File: config.mk
export PLATFORM = sky130hd
export DESIGN_NAME = script_tokenizer
export DESIGN_NICKNAME = d
export VERILOG_FILES = /design/src/hdl/stok_pkg.sv /design/src/hdl/stok_lexer.sv /design/src/hdl/stok_queue.sv /design/src/hdl/script_tokenizer.sv
export SDC_FILE = /design/constraint.sdc
export NUM_CORES = 1
export LEC_CHECK = 0
export BUFFER_PORTS_ARGS = -buffer_cell sky130_fd_sc_hd__buf_2
export CAP_MARGIN = 5
export CORE_ASPECT_RATIO = 2
export CORE_UTILIZATION = 47
export CTS_BUF_LIST = sky130_fd_sc_hd__clkbuf_4
export DETAILED_ROUTE_END_ITERATION = 16
export PLACE_DENSITY = 0.68
export RECOVER_POWER = 50
export SLEW_MARGIN = 0
export SYNTH_ARGS = -nofsm -noshare
export SYNTH_HDL_FRONTEND = slang
export SYNTH_SLANG_ARGS = --single-unit
export TNS_END_PERCENT = 5
File: constraint.sdc
create_clock -name clk -period 3.5 [get_ports clk]
set_input_delay 0 -clock clk [delete_from_list [all_inputs] [get_ports clk]]
set_output_delay 0 -clock clk [all_outputs]
set_load 0.01 [all_outputs]
File: src/hdl/stok_pkg.sv
// ----------------------------------------------------------------------------
// stok_pkg
// Types, character codes and helpers shared by the script tokenizer modules.
// ----------------------------------------------------------------------------
`default_nettype none

package stok_pkg;

  typedef enum logic [2:0] {
    MODE_SKIP  = 3'd0,
    MODE_SLASH = 3'd1,
    MODE_LINE  = 3'd2,
    MODE_BLOCK = 3'd3,
    MODE_STAR  = 3'd4,
    MODE_QUOTE = 3'd5,
    MODE_WORD  = 3'd6
  } mode_t;

  // register indexes on the configuration port
  localparam logic CFG_BREAK_LOW  = 1'b0;
  localparam logic CFG_BREAK_HIGH = 1'b1;

  localparam logic [63:0] BREAK_LOW_RESET  = 64'd288234224442408960;
  localparam logic [63:0] BREAK_HIGH_RESET = 64'd2882303761517117440;

  localparam logic [7:0] CH_NUL   = 8'h00;
  localparam logic [7:0] CH_NL    = 8'h0A;
  localparam logic [7:0] CH_SPACE = 8'h20;
  localparam logic [7:0] CH_QUOTE = 8'h22;
  localparam logic [7:0] CH_STAR  = 8'h2A;
  localparam logic [7:0] CH_SLASH = 8'h2F;

  typedef struct packed {
    logic [7:0] token_byte;
    logic       token_end;
    logic       from_quotes;
    logic       empty_token;
    logic       text_done;
  } res_t;

  typedef struct packed {
    logic vld;
    res_t res;
  } slot_t;

  // up to two results per accepted byte, in order
  typedef struct packed {
    slot_t s0;
    slot_t s1;
  } push_t;

  function automatic logic is_break(input logic [7:0] b, input logic [63:0] low,
                                    input logic [63:0] high);
    logic r;
    if (b[7])
      r = 1'b0;
    else if (b[6])
      r = high[b[5:0]];
    else
      r = low[b[5:0]];
    return r;
  endfunction

  function automatic res_t mk_res(input logic [7:0] b, input logic e, input logic q,
                                  input logic m, input logic d);
    res_t r;
    r.token_byte  = b;
    r.token_end   = e;
    r.from_quotes = q;
    r.empty_token = m;
    r.text_done   = d;
    return r;
  endfunction

  // result caused by a byte arriving between tokens, if any
  function automatic slot_t start_slot(input logic [7:0] b, input logic brk);
    slot_t s;
    s.vld = 1'b0;
    s.res = mk_res(CH_NUL, 1'b0, 1'b0, 1'b0, 1'b0);
    if (b == CH_NUL) begin
      s.vld = 1'b1;
      s.res = mk_res(CH_NUL, 1'b0, 1'b0, 1'b0, 1'b1);
    end else if (b > CH_SPACE && b != CH_SLASH && b != CH_QUOTE && brk) begin
      s.vld = 1'b1;
      s.res = mk_res(b, 1'b1, 1'b0, 1'b0, 1'b0);
    end
    return s;
  endfunction

endpackage

`default_nettype wire

File: src/hdl/stok_lexer.sv
// ----------------------------------------------------------------------------
// stok_lexer
// Front end: holds the break masks and the lexer state, classifies each
// accepted byte and produces zero, one or two results for the queue.
// ----------------------------------------------------------------------------
`default_nettype none

module stok_lexer (
  input  wire logic           clk,
  input  wire logic           rst,
  input  wire logic           cfg_write,
  input  wire logic           cfg_index,
  input  wire logic [63:0]    cfg_data,
  input  wire logic           take,
  input  wire logic [7:0]     text_byte,
  output stok_pkg::push_t     push
);
  import stok_pkg::*;

  logic [63:0] break_low;
  logic [63:0] break_high;
  mode_t       mode, mode_next;
  logic [7:0]  held_byte, held_byte_next;
  logic        held_valid, held_valid_next;

  logic brk_b, brk_slash, word_end;

  assign brk_b     = is_break(text_byte, break_low, break_high);
  assign brk_slash = is_break(CH_SLASH, break_low, break_high);
  assign word_end  = (text_byte <= CH_SPACE) || brk_b;

  always_ff @(posedge clk) begin
    if (rst) begin
      break_low  <= BREAK_LOW_RESET;
      break_high <= BREAK_HIGH_RESET;
    end else if (cfg_write) begin
      unique case (cfg_index)
        CFG_BREAK_LOW:  break_low  <= cfg_data;
        CFG_BREAK_HIGH: break_high <= cfg_data;
        default: ;
      endcase
    end
  end

  always_ff @(posedge clk) begin
    if (rst) begin
      mode       <= MODE_SKIP;
      held_byte  <= CH_NUL;
      held_valid <= 1'b0;
    end else if (take) begin
      mode       <= mode_next;
      held_byte  <= held_byte_next;
      held_valid <= held_valid_next;
    end
  end

  // next state
  always_comb begin
    logic do_start;
    do_start        = 1'b0;
    mode_next       = mode;
    held_byte_next  = held_byte;
    held_valid_next = held_valid;
    unique case (mode)
      MODE_SLASH: begin
        if (text_byte == CH_SLASH) begin
          mode_next       = MODE_LINE;
          held_byte_next  = CH_NUL;
          held_valid_next = 1'b0;
        end else if (text_byte == CH_STAR) begin
          mode_next       = MODE_BLOCK;
          held_byte_next  = CH_NUL;
          held_valid_next = 1'b0;
        end else if (brk_slash || word_end) begin
          do_start = 1'b1;
        end else begin
          mode_next       = MODE_WORD;
          held_byte_next  = text_byte;
          held_valid_next = 1'b1;
        end
      end
      MODE_LINE: begin
        if (text_byte == CH_NUL || text_byte == CH_NL) do_start = 1'b1;
      end
      MODE_BLOCK: begin
        if (text_byte == CH_NUL) do_start = 1'b1;
        else if (text_byte == CH_STAR) mode_next = MODE_STAR;
      end
      MODE_STAR: begin
        if (text_byte == CH_NUL) do_start = 1'b1;
        else if (text_byte == CH_SLASH) mode_next = MODE_SKIP;
        else if (text_byte != CH_STAR) mode_next = MODE_BLOCK;
      end
      MODE_QUOTE: begin
        if (text_byte == CH_NUL || text_byte == CH_QUOTE) begin
          mode_next       = MODE_SKIP;
          held_byte_next  = CH_NUL;
          held_valid_next = 1'b0;
        end else begin
          held_byte_next  = text_byte;
          held_valid_next = 1'b1;
        end
      end
      MODE_WORD: begin
        if (word_end) begin
          do_start = 1'b1;
        end else begin
          held_byte_next  = text_byte;
          held_valid_next = 1'b1;
        end
      end
      default: do_start = 1'b1;
    endcase

    if (do_start) begin
      held_byte_next  = CH_NUL;
      held_valid_next = 1'b0;
      if (text_byte <= CH_SPACE) begin
        mode_next = MODE_SKIP;
      end else if (text_byte == CH_SLASH) begin
        mode_next       = MODE_SLASH;
        held_byte_next  = text_byte;
        held_valid_next = 1'b1;
      end else if (text_byte == CH_QUOTE) begin
        mode_next = MODE_QUOTE;
      end else if (brk_b) begin
        mode_next = MODE_SKIP;
      end else begin
        mode_next       = MODE_WORD;
        held_byte_next  = text_byte;
        held_valid_next = 1'b1;
      end
    end
  end

  // results
  always_comb begin
    slot_t st, r0, r1;
    st = start_slot(text_byte, brk_b);
    r0 = '0;
    r1 = '0;
    unique case (mode)
      MODE_SLASH: begin
        if (text_byte != CH_SLASH && text_byte != CH_STAR) begin
          r0.vld = 1'b1;
          if (brk_slash || word_end) begin
            r0.res = mk_res(CH_SLASH, 1'b1, 1'b0, 1'b0, 1'b0);
            r1     = st;
          end else begin
            r0.res = mk_res(CH_SLASH, 1'b0, 1'b0, 1'b0, 1'b0);
          end
        end
      end
      MODE_LINE, MODE_BLOCK, MODE_STAR: begin
        // only end of text gives a result inside a comment
        if (text_byte == CH_NUL) r0 = st;
      end
      MODE_QUOTE: begin
        if (text_byte == CH_NUL || text_byte == CH_QUOTE) begin
          r0.vld = 1'b1;
          r0.res = held_valid ? mk_res(held_byte, 1'b1, 1'b1, 1'b0, 1'b0)
                              : mk_res(CH_NUL, 1'b1, 1'b1, 1'b1, 1'b0);
          if (text_byte == CH_NUL) begin
            r1.vld = 1'b1;
            r1.res = mk_res(CH_NUL, 1'b0, 1'b0, 1'b0, 1'b1);
          end
        end else if (held_valid) begin
          r0.vld = 1'b1;
          r0.res = mk_res(held_byte, 1'b0, 1'b1, 1'b0, 1'b0);
        end
      end
      MODE_WORD: begin
        r0.vld = 1'b1;
        r0.res = mk_res(held_byte, word_end, 1'b0, 1'b0, 1'b0);
        if (word_end) r1 = st;
      end
      default: r0 = st;
    endcase
    push.s0     = r0;
    push.s0.vld = r0.vld & take;
    push.s1     = r1;
    push.s1.vld = r1.vld & take;
  end

endmodule

`default_nettype wire

File: src/hdl/stok_queue.sv
// ----------------------------------------------------------------------------
// stok_queue
// Back end: a short result queue taking up to two results a cycle and
// presenting one result a cycle on the output channel unless out_stall is high.
// ----------------------------------------------------------------------------
`default_nettype none

module stok_queue #(
  parameter int DEPTH = 4
) (
  input  wire logic           clk,
  input  wire logic           rst,
  input  wire stok_pkg::push_t push,
  output logic                room,
  output logic                out_valid,
  input  wire logic           out_stall,
  output stok_pkg::res_t      out_res
);
  import stok_pkg::*;

  localparam int PW = (DEPTH > 1) ? $clog2(DEPTH) : 1;
  localparam int CW = $clog2(DEPTH + 1);

  res_t          mem [DEPTH];
  logic [PW-1:0] head, tail;
  logic [CW-1:0] count, count_next;
  logic          pop;

  function automatic logic [PW-1:0] inc(input logic [PW-1:0] p);
    return (p == PW'(DEPTH - 1)) ? '0 : p + PW'(1);
  endfunction

  assign out_valid = (count != '0);
  assign out_res   = mem[head];
  assign pop       = out_valid && !out_stall;
  // keep space for a two-result byte
  assign room      = (count <= CW'(DEPTH - 2));

  always_comb begin
    count_next = count + CW'(push.s0.vld) + CW'(push.s1.vld) - CW'(pop);
  end

  always_ff @(posedge clk) begin
    if (rst) begin
      head  <= '0;
      tail  <= '0;
      count <= '0;
    end else begin
      count <= count_next;
      if (pop) head <= inc(head);
      if (push.s0.vld && push.s1.vld) tail <= inc(inc(tail));
      else if (push.s0.vld) tail <= inc(tail);
    end
  end

  always_ff @(posedge clk) begin
    if (push.s0.vld) mem[tail] <= push.s0.res;
    if (push.s1.vld) mem[inc(tail)] <= push.s1.res;
  end

  a_count_bound: assert property (@(posedge clk) disable iff (rst)
    count <= CW'(DEPTH))
    else $error("result queue count beyond depth");

  a_second_needs_first: assert property (@(posedge clk) disable iff (rst)
    push.s1.vld |-> push.s0.vld)
    else $error("second result pushed without first");

  a_no_overflow: assert property (@(posedge clk) disable iff (rst)
    (push.s0.vld || push.s1.vld) |-> (count <= CW'(DEPTH - 2)) || pop)
    else $error("results pushed into a full queue");

endmodule

`default_nettype wire

File: src/hdl/script_tokenizer.sv
// A result is written into the result queue when the byte that causes it is accepted.
// Throughput: one text byte per cycle unless text_stall is high; the result queue
// drains one result per cycle unless token_stall is high. A byte that causes two
// results takes two queue slots; the input stalls while fewer than two slots are free.
// Reset (rst, synchronous): lexer back to whitespace skip, queue empty, break masks
// to their defaults.
// ----------------------------------------------------------------------------
// script_tokenizer
// Streaming tokenizer for script text: one byte in, token bytes out with the
// last byte of each token marked.
// ----------------------------------------------------------------------------
`default_nettype none

module script_tokenizer #(
  parameter int QUEUE_DEPTH = 4
) (
  input  wire logic        clk,
  input  wire logic        rst,
  input  wire logic        cfg_write,
  input  wire logic        cfg_index,
  input  wire logic [63:0] cfg_data,
  input  wire logic        text_valid,
  output logic             text_stall,
  input  wire logic [7:0]  text_byte,
  output logic             token_valid,
  input  wire logic        token_stall,
  output logic [7:0]       token_byte,
  output logic             token_end,
  output logic             from_quotes,
  output logic             empty_token,
  output logic             text_done
);
  import stok_pkg::*;

  push_t push;
  res_t  res;
  logic  room;
  logic  take;

  assign text_stall = !room;
  assign take       = text_valid && room;

  stok_lexer u_lexer (
    .clk       (clk),
    .rst       (rst),
    .cfg_write (cfg_write),
    .cfg_index (cfg_index),
    .cfg_data  (cfg_data),
    .take      (take),
    .text_byte (text_byte),
    .push      (push)
  );

  stok_queue #(
    .DEPTH (QUEUE_DEPTH)
  ) u_queue (
    .clk       (clk),
    .rst       (rst),
    .push      (push),
    .room      (room),
    .out_valid (token_valid),
    .out_stall (token_stall),
    .out_res   (res)
  );

  assign token_byte  = res.token_byte;
  assign token_end   = res.token_end;
  assign from_quotes = res.from_quotes;
  assign empty_token = res.empty_token;
  assign text_done   = res.text_done;

endmodule

`default_nettype wire

==> results of run 1 <==
[timing repair]
| action | in CTS | in global routing |
|---|---|---|
| resized for setup | 0 | 5 |
| setup endpoints to repair | 1 | 2 |
| hold buffers | 75 | 0 |
| pin swaps | 1 | 6 |
| hold endpoints to repair | 156 | 0 |
| buffers inserted | 0 | 0 |
[synth_stat cells (3+ instances only)]
cell type  count  area, µm²
a2111oi_0      3       26.3
a211oi_1       3       22.5
a21o_1         3       22.5
a21oi_1      148        741
a221o_1        5       50.1
a221oi_1       9       78.8
a22o_1         9       78.8
a22oi_1        6       45.0
a2bb2oi_1      3       26.3
a31oi_1        5       31.3
and2_1         6       37.5
and3_1         6       37.5
buf_1         13       48.8
buf_2         15       75.1
buf_4          6       45.0
buf_6          3       33.8
clkbuf_1      45        169
dfxtp_1      157       3140
edfxtp_1      40       1200
ha_1           8        100
inv_1         18       67.6
mux2_2        11        124
mux2i_1       16        160
mux4_2        33        743
nand2_1      299       1120
nand2b_1       5       31.3
nand3_1       27        135
nor2_1        29        109
nor2b_1       19        119
nor3_1         6       30.0
nor4_1         6       37.5
o211ai_1       6       45.0
o21a_1         4       30.0
o21ai_0       13       65.1
o22ai_1        8       50.1
o2bb2ai_1     22        193
o31ai_1        4       30.0
[stage by stage]
stage | utilization | hold slack, ps | power [W] | setup WS, ps
floorplan | - | 124 | 0.00362 | 21.4
finish | 0.581 | 85.0 | 0.00541 | 115
global route | 0.581 | 99.2 | 0.00570 | 12.4
global placement | 0.528 | 247 | 0.00408 | 2.04
CTS | 0.581 | 46.0 | 0.00544 | 36.7
detailed placement | 0.528 | 244 | 0.00410 | -31.3
[flip-flops by register name, summed over array words and instances, names as in the netlist, named ones only]
signal              cells
u_lexer.break_high     64
u_lexer.break_low      64
u_lexer.held_byte       8
u_lexer.held_valid      1
u_lexer.mode            3
u_queue.count           3
u_queue.head            2
u_queue.mem            48
u_queue.tail            2
[cell type report]
type | count | area, µm²
fillers | 1886 | 8340
multi-input cells | 765 | 4770
diodes | 1 | 2.50
clock inverters | 15 | 178
well taps | 262 | 328
clock buffers | 17 | 128
inverters | 18 | 67.6
flip-flops and latches | 197 | 4350
repair buffers | 235 | 1750
[logic make-up (layout without fill, tap and decap cells)]
logic type      count (synthesis)  in the layout  synth area share
flops                         197            197             0.455
fa+ha+maj                      10             10            0.0147
xor+xnor                        2              2           0.00184
buf+inv                       101            285            0.0476
compound gates                277            277             0.189
simple gates                  416            416             0.184
mux                            60             60             0.108
other cells                     0              1                 0
[power by group]
group	switching, W	leakage, nW	internal, W
clock	0.000869	0.167	0.000425
combinational	0.000796	2.59	0.000665
sequential	0.000160	1.64	0.00250
total	0.00182	4.40	0.00359
[per-layer routing]
| layer | vias up | share of wire |
|---|---|---|
| li1 | 4120 | - |
| met1 | 3993 | 0.35 |
| met2 | 240 | 0.55 |
| met3 | 125 | 0.031 |
| met4 | 0 | 0.074 |
| met5 | - | 0 |
[critical path: cells and delay by family (launching register included)]
family / cells / cell delay (ps)
buf+inv: 2 / 110
compound gates: 5 / 1180
simple gates: 2 / 260
mux: 1 / 450
flops: 1 / 350
fa+ha+maj: 3 / 950
[how the worst min path moves through the flow]
| stage | endpoint | start | slack (ps) | depth (start not counted) |
|---|---|---|---|---|
| 2_1_floorplan | u_lexer.break_low[39] | cfg_data[39] | 120 | 2 |
| 3_3_place_gp | u_lexer.break_high[61] | cfg_data[61] | 250 | 3 |
| 3_5_place_dp | u_lexer.break_high[59] | cfg_data[59] | 240 | 3 |
| 4_1_cts | u_lexer.held_byte[4] | text_valid | 50 | 4 |
| 5_1_grt | u_lexer.break_low[9] | cfg_write | 100 | 5 |
| 6_report | u_lexer.held_byte[4] | text_valid | 90 | 4 |
==> results.md, run 1 <==
- Met3 Use GR: 0.0452
- Slew @ Worst Pin: 2700 ps
- Met1 GRT Util: 0.274
- Largest net degree at the start of global routing: 83
- Initial core utilization: 0.479
- Syn nets: 1151
- Synth Instances: 1063
- Finished Cell Area: 0.0116 mm²
- GRT overflow: 0
- R2R Path End: u_queue.count[1]
- Synth Warn #: 0
- Post-synth EDFFs: 40
- Synth Flop Type: dfxtp_1
- Mean Syn Cell Area: 8.97 µm²
- Cells after DPL: 1402
- Setup-failing EPs final: 0
- Max_cap viols: 2
- Hold Path Class: primary input to flip-flop
- PD cells: 468 mW/mm²
- Maximum buffer depth of the clock tree: 2
- Global placer's final weighted congestion: 0.925
- Unrepaired setup endpoints after global routing: false
- FMAX: 0.295 GHz
- Die H: 203 µm
- Max FO, Critical Path: 2
- Crit share post-route: 0.967
- Fin crit period: 3380 ps
- # H-tree levels: 4
- First-pass GRT wire length: 43600 µm
- Crit Path Category: flip-flop to flip-flop
- Detailed Routing Iterations Pass 1: 7
- Post-Route WL: 27300 µm
- Leak: 4.40 nW
- Vias in the first global route: 8536
- WP data arrival: 3970 ps
- Ports: 92
- Final Hold Vio Count: 0
- #FFs+latches synth: 197
- CTS clock-pin slew for the worst setup and hold paths: 180 ps
- Non-Filler Instances: 1510
- Clk Tree Root Cell: clkbuf_4
- Fin. max-slew vios: 94
- Flop-to-flop setup slack: 120 ps
- CP cell instances: mux4_2 -> nand2b_4 -> a311o_1 -> o2111a_1 -> a41oi_4 -> a21oi_4 -> o21a_1 -> inv_1 -> ha_1 -> inv_1 -> fa_2 -> fa_2 -> nor2b_1
- Setup Skew: 20.7 ps
- Clock Latency Late Sink: 650 ps
- Layout cell share with drive strength beyond 1: 0.204
- Sequential share of the synthesized area: 0.455
- Die area: 0.0209 mm²
- Yosys cell types: 71
- Nets: 1322
- Dpl hpwl: 19800 µm
- Placeable Area: 0.0199 mm²
- Port Buf Inserts: 91
- Cell Area, Synth: 0.00954 mm²
- Req. time, crit path: 4080 ps
- Average routed wire per standard cell: 18.1 µm
- Failing checks: max-capacitance violations, max-slew violations
- GRT Overall Usage: 0.278
- Clock sinks: 197
- Most common cell after layout, fill and taps aside: nand2_1
- Via count: 8478
- Cells on worst reg2reg path: 13
- GR peak layer: met2
- Placed inst area: 0.0105 mm²
- Post-route ant nets: 0
- Row Count: 73
- Setup TNS: 0 ps
- Vias per Instance: 5.61
- CP startpoint kind: flip-flop
- Max-slew headroom: -0.800
- Async set-or-reset flop fraction in the synthesized netlist: 0
- Status: finished, violations left
- Antenna violations before repair: 1
- Crit path from: u_lexer.break_low[63]
- GR met2 Demand/Resource: 0.505
- Crit end category: flip-flop
- Crit-path slowest cell: fa_2
- Max stage delay on crit path: 510 ps
- # DRC: 0
- Area Growth Syn to Fin: 21.3%
- Iteration-0 DRC Markers: 512
- Die Wd: 103 µm
- Peak supply drop: 0.355 mV
- Critical R2R Launch: u_lexer.break_low[63]
- CP endpoint: u_queue.count[1]
- TritonCTS clock tree: yes
- TritonCTS buffer count: 17
- Most frequent cells in the layout: nand2_1, dfxtp_1, a21oi_1
No activity file was read; power rests on OpenSTA's default activity.
==> inputs of run 2 (changes only) <==
CORE_UTILIZATION = 56   (was 47)
PLACE_DENSITY = 0.79   (was 0.68)
==> run 2 against run 1 <==
  * Worst setup slack worse by 37 ps
  * Largest power group unchanged
  * Via count is 5.7% higher
  * Final cell count is 3.3% lower
  * The flow still finishes with violations (max-capacitance violations, max-slew violations)
  * Highest routed layer unchanged
  * Sequential share of layout area hardly changed
  * Sequential power hardly changed
  * Critical endpoint unchanged
  * Non-clock buffer count is 5 higher
  * Flip-flop and latch count stayed put
  * Final area hardly changed
  * Die area is 16% lower
==> results.md, run 2 (synthesis gave the netlist of run 1 again) <==
- Iteration-0 DRC Markers: 600
- Setup Skew: 26.2 ps
- Global placer's final weighted congestion: 0.983
- Req. time, crit path: 4060 ps
- Peak supply drop: 0.339 mV
- Setup TNS: 0 ps
- GRT Overall Usage: 0.339
- # H-tree levels: 4
- Non-Filler Instances: 1460
- Cells after DPL: 1345
- Antenna violations before repair: 1
- CP cell instances: mux4_2 -> nand2b_4 -> a311o_1 -> o2111a_1 -> a41oi_4 -> a21oi_4 -> o21a_1 -> inv_1 -> ha_1 -> inv_1 -> fa_2 -> fa_2 -> nor2b_4
- Die Wd: 94.3 µm
- Total power: 0.00551 W
- Leak: 4.43 nW
- Most common cell after layout, fill and taps aside: nand2_1
- TritonCTS clock tree: yes
- Die H: 187 µm
- # DRC: 0
- Status: finished, violations left
- Crit path max-delay family: compound AO/OA/AOI/OAI gates
- Average routed wire per standard cell: 19.6 µm
- Max stage delay on crit path: 520 ps
- Finished Cell Area: 0.0116 mm²
- Post-route ant nets: 0
- Vias in the first global route: 9060
- Crit Path Category: flip-flop to flip-flop
- Final Hold Vio Count: 0
- Max_cap viols: 2
- Multi-input gate area: 0.00479 mm²
- Crit share post-route: 0.978
- WP data arrival: 3980 ps
- Max-slew headroom: -0.717
- Fin crit period: 3420 ps
- Row Count: 67
- Via count: 8961
- Fillers: 1313
- Clk Tree Root Cell: clkbuf_4
- Placeable Area: 0.0167 mm²
- Vias per Instance: 6.14
- Clock sinks: 197
- Failing checks: max-capacitance violations, max-slew violations
- Placed inst area: 0.0104 mm²
- FMAX: 0.292 GHz
- PD cells: 476 mW/mm²
- TritonCTS buffer count: 17
- Clock Latency Late Sink: 630 ps
- Ports: 92
- Setup-failing EPs final: 0
- First-pass GRT wire length: 45200 µm
- Final core occ: 0.694
- Detailed Routing Iterations Pass 1: 6
- Top Registers: u_lexer.break_high (64), u_lexer.break_low (64), u_queue.mem (48)
- CTS clock-pin slew for the worst setup and hold paths: 190 ps
- Die area: 0.0176 mm²
- Max FO, Critical Path: 2
- Layout cell share with drive strength beyond 1: 0.203
- Hold Path Class: primary input to flip-flop
- Most frequent cells in the layout: nand2_1, dfxtp_1, a21oi_1
- CP startpoint kind: flip-flop
- Critical path buffers and inverters: 2
- Post-Route WL: 28600 µm
- Maximum buffer depth of the clock tree: 2
- Dpl hpwl: 19600 µm
- Initial core utilization: 0.572
- Port Buf Inserts: 91
- Slew @ Worst Pin: 2570 ps
- Crit-path slowest cell: fa_2
- Largest net degree at the start of global routing: 78
- Register area: 0.00435 mm²
- Crit end category: flip-flop
- GRT overflow: 0
- Fin. max-slew vios: 99
- Area Growth Syn to Fin: 21.3%
- Nets: 1327
## run 2: changes by cell type in the layout (fill, tap and decap cells not counted), sizes merged
cell         before  now
clkbuf           21   22
clkinvlp          1    0
clkinv            3    5
inv              27   26
dlygate4sd3      75   80
buf             156  155
## run 2: layout make-up
| type | count | area share |
|---|---|---|
| sequential | 197 | 0.375 |
| timing repair buffer | 240 | 0.155 |
| antenna | 1 | 0.000216 |
| clock buffer | 17 | 0.0110 |
| multi-input combinational | 765 | 0.414 |
| inverter | 18 | 0.00584 |
| tap | 207 | 0.0224 |
| clock inverter | 15 | 0.0164 |
## run 2: worst paths after layout
kind         slack [ps]                   from                     to  cells past startpoint
max                  80  u_lexer.break_low[63]       u_queue.count[1]                     13
min                  40           text_byte[1]   u_lexer.held_byte[1]                      3
max reg2reg          80  u_lexer.break_low[63]       u_queue.count[1]                     13
min reg2reg         460  u_lexer.break_low[26]  u_lexer.break_low[26]                      2
## run 2: report_power, final
part	internal, W	switching [W]
clock	0.000461	0.000883
combinational	0.000683	0.000833
sequential	0.00250	0.000152
## run 2: layer usage
metal / share of wire / up-vias / global-route usage
met5: 0 / - / 0
met4: 0.076 / 0 / 0.254
met3: 0.049 / 151 / 0.0489
met2: 0.55 / 414 / 0.619
met1: 0.32 / 4265 / 0.331
li1: - / 4131 / -
## run 2: stage by stage
stage / hold slack (ps) / setup WS [ps]
2_1_floorplan: 124 / 21.4
3_5_place_dp: 246 / 67.5
5_1_grt: 8.79 / -5.50
6_report: 42.2 / 78.1
3_3_place_gp: 238 / 124
4_1_cts: 2.49 / 21.6
## run 2: timing repair
| action | CTS | global route |
|---|---|---|
| setup endpoints to repair | 0 | 2 |
| buffers inserted | 0 | 2 |
| gates resized for setup | 0 | 7 |
| endpoints found under the hold margin | 148 | 0 |
| hold buffers | 80 | 0 |
## run 2: worst reg2reg max path, stage by stage, from the launching register on
cell and delay, ps:
dfxtp_2 370, mux4_2 470, nand2b_4 150, a311o_1 350, o2111a_1 260, a41oi_4 250, a21oi_4 90, o21a_1 210
inv_1 60, ha_1 110, inv_1 50, fa_2 330, fa_2 520, nor2b_4 120
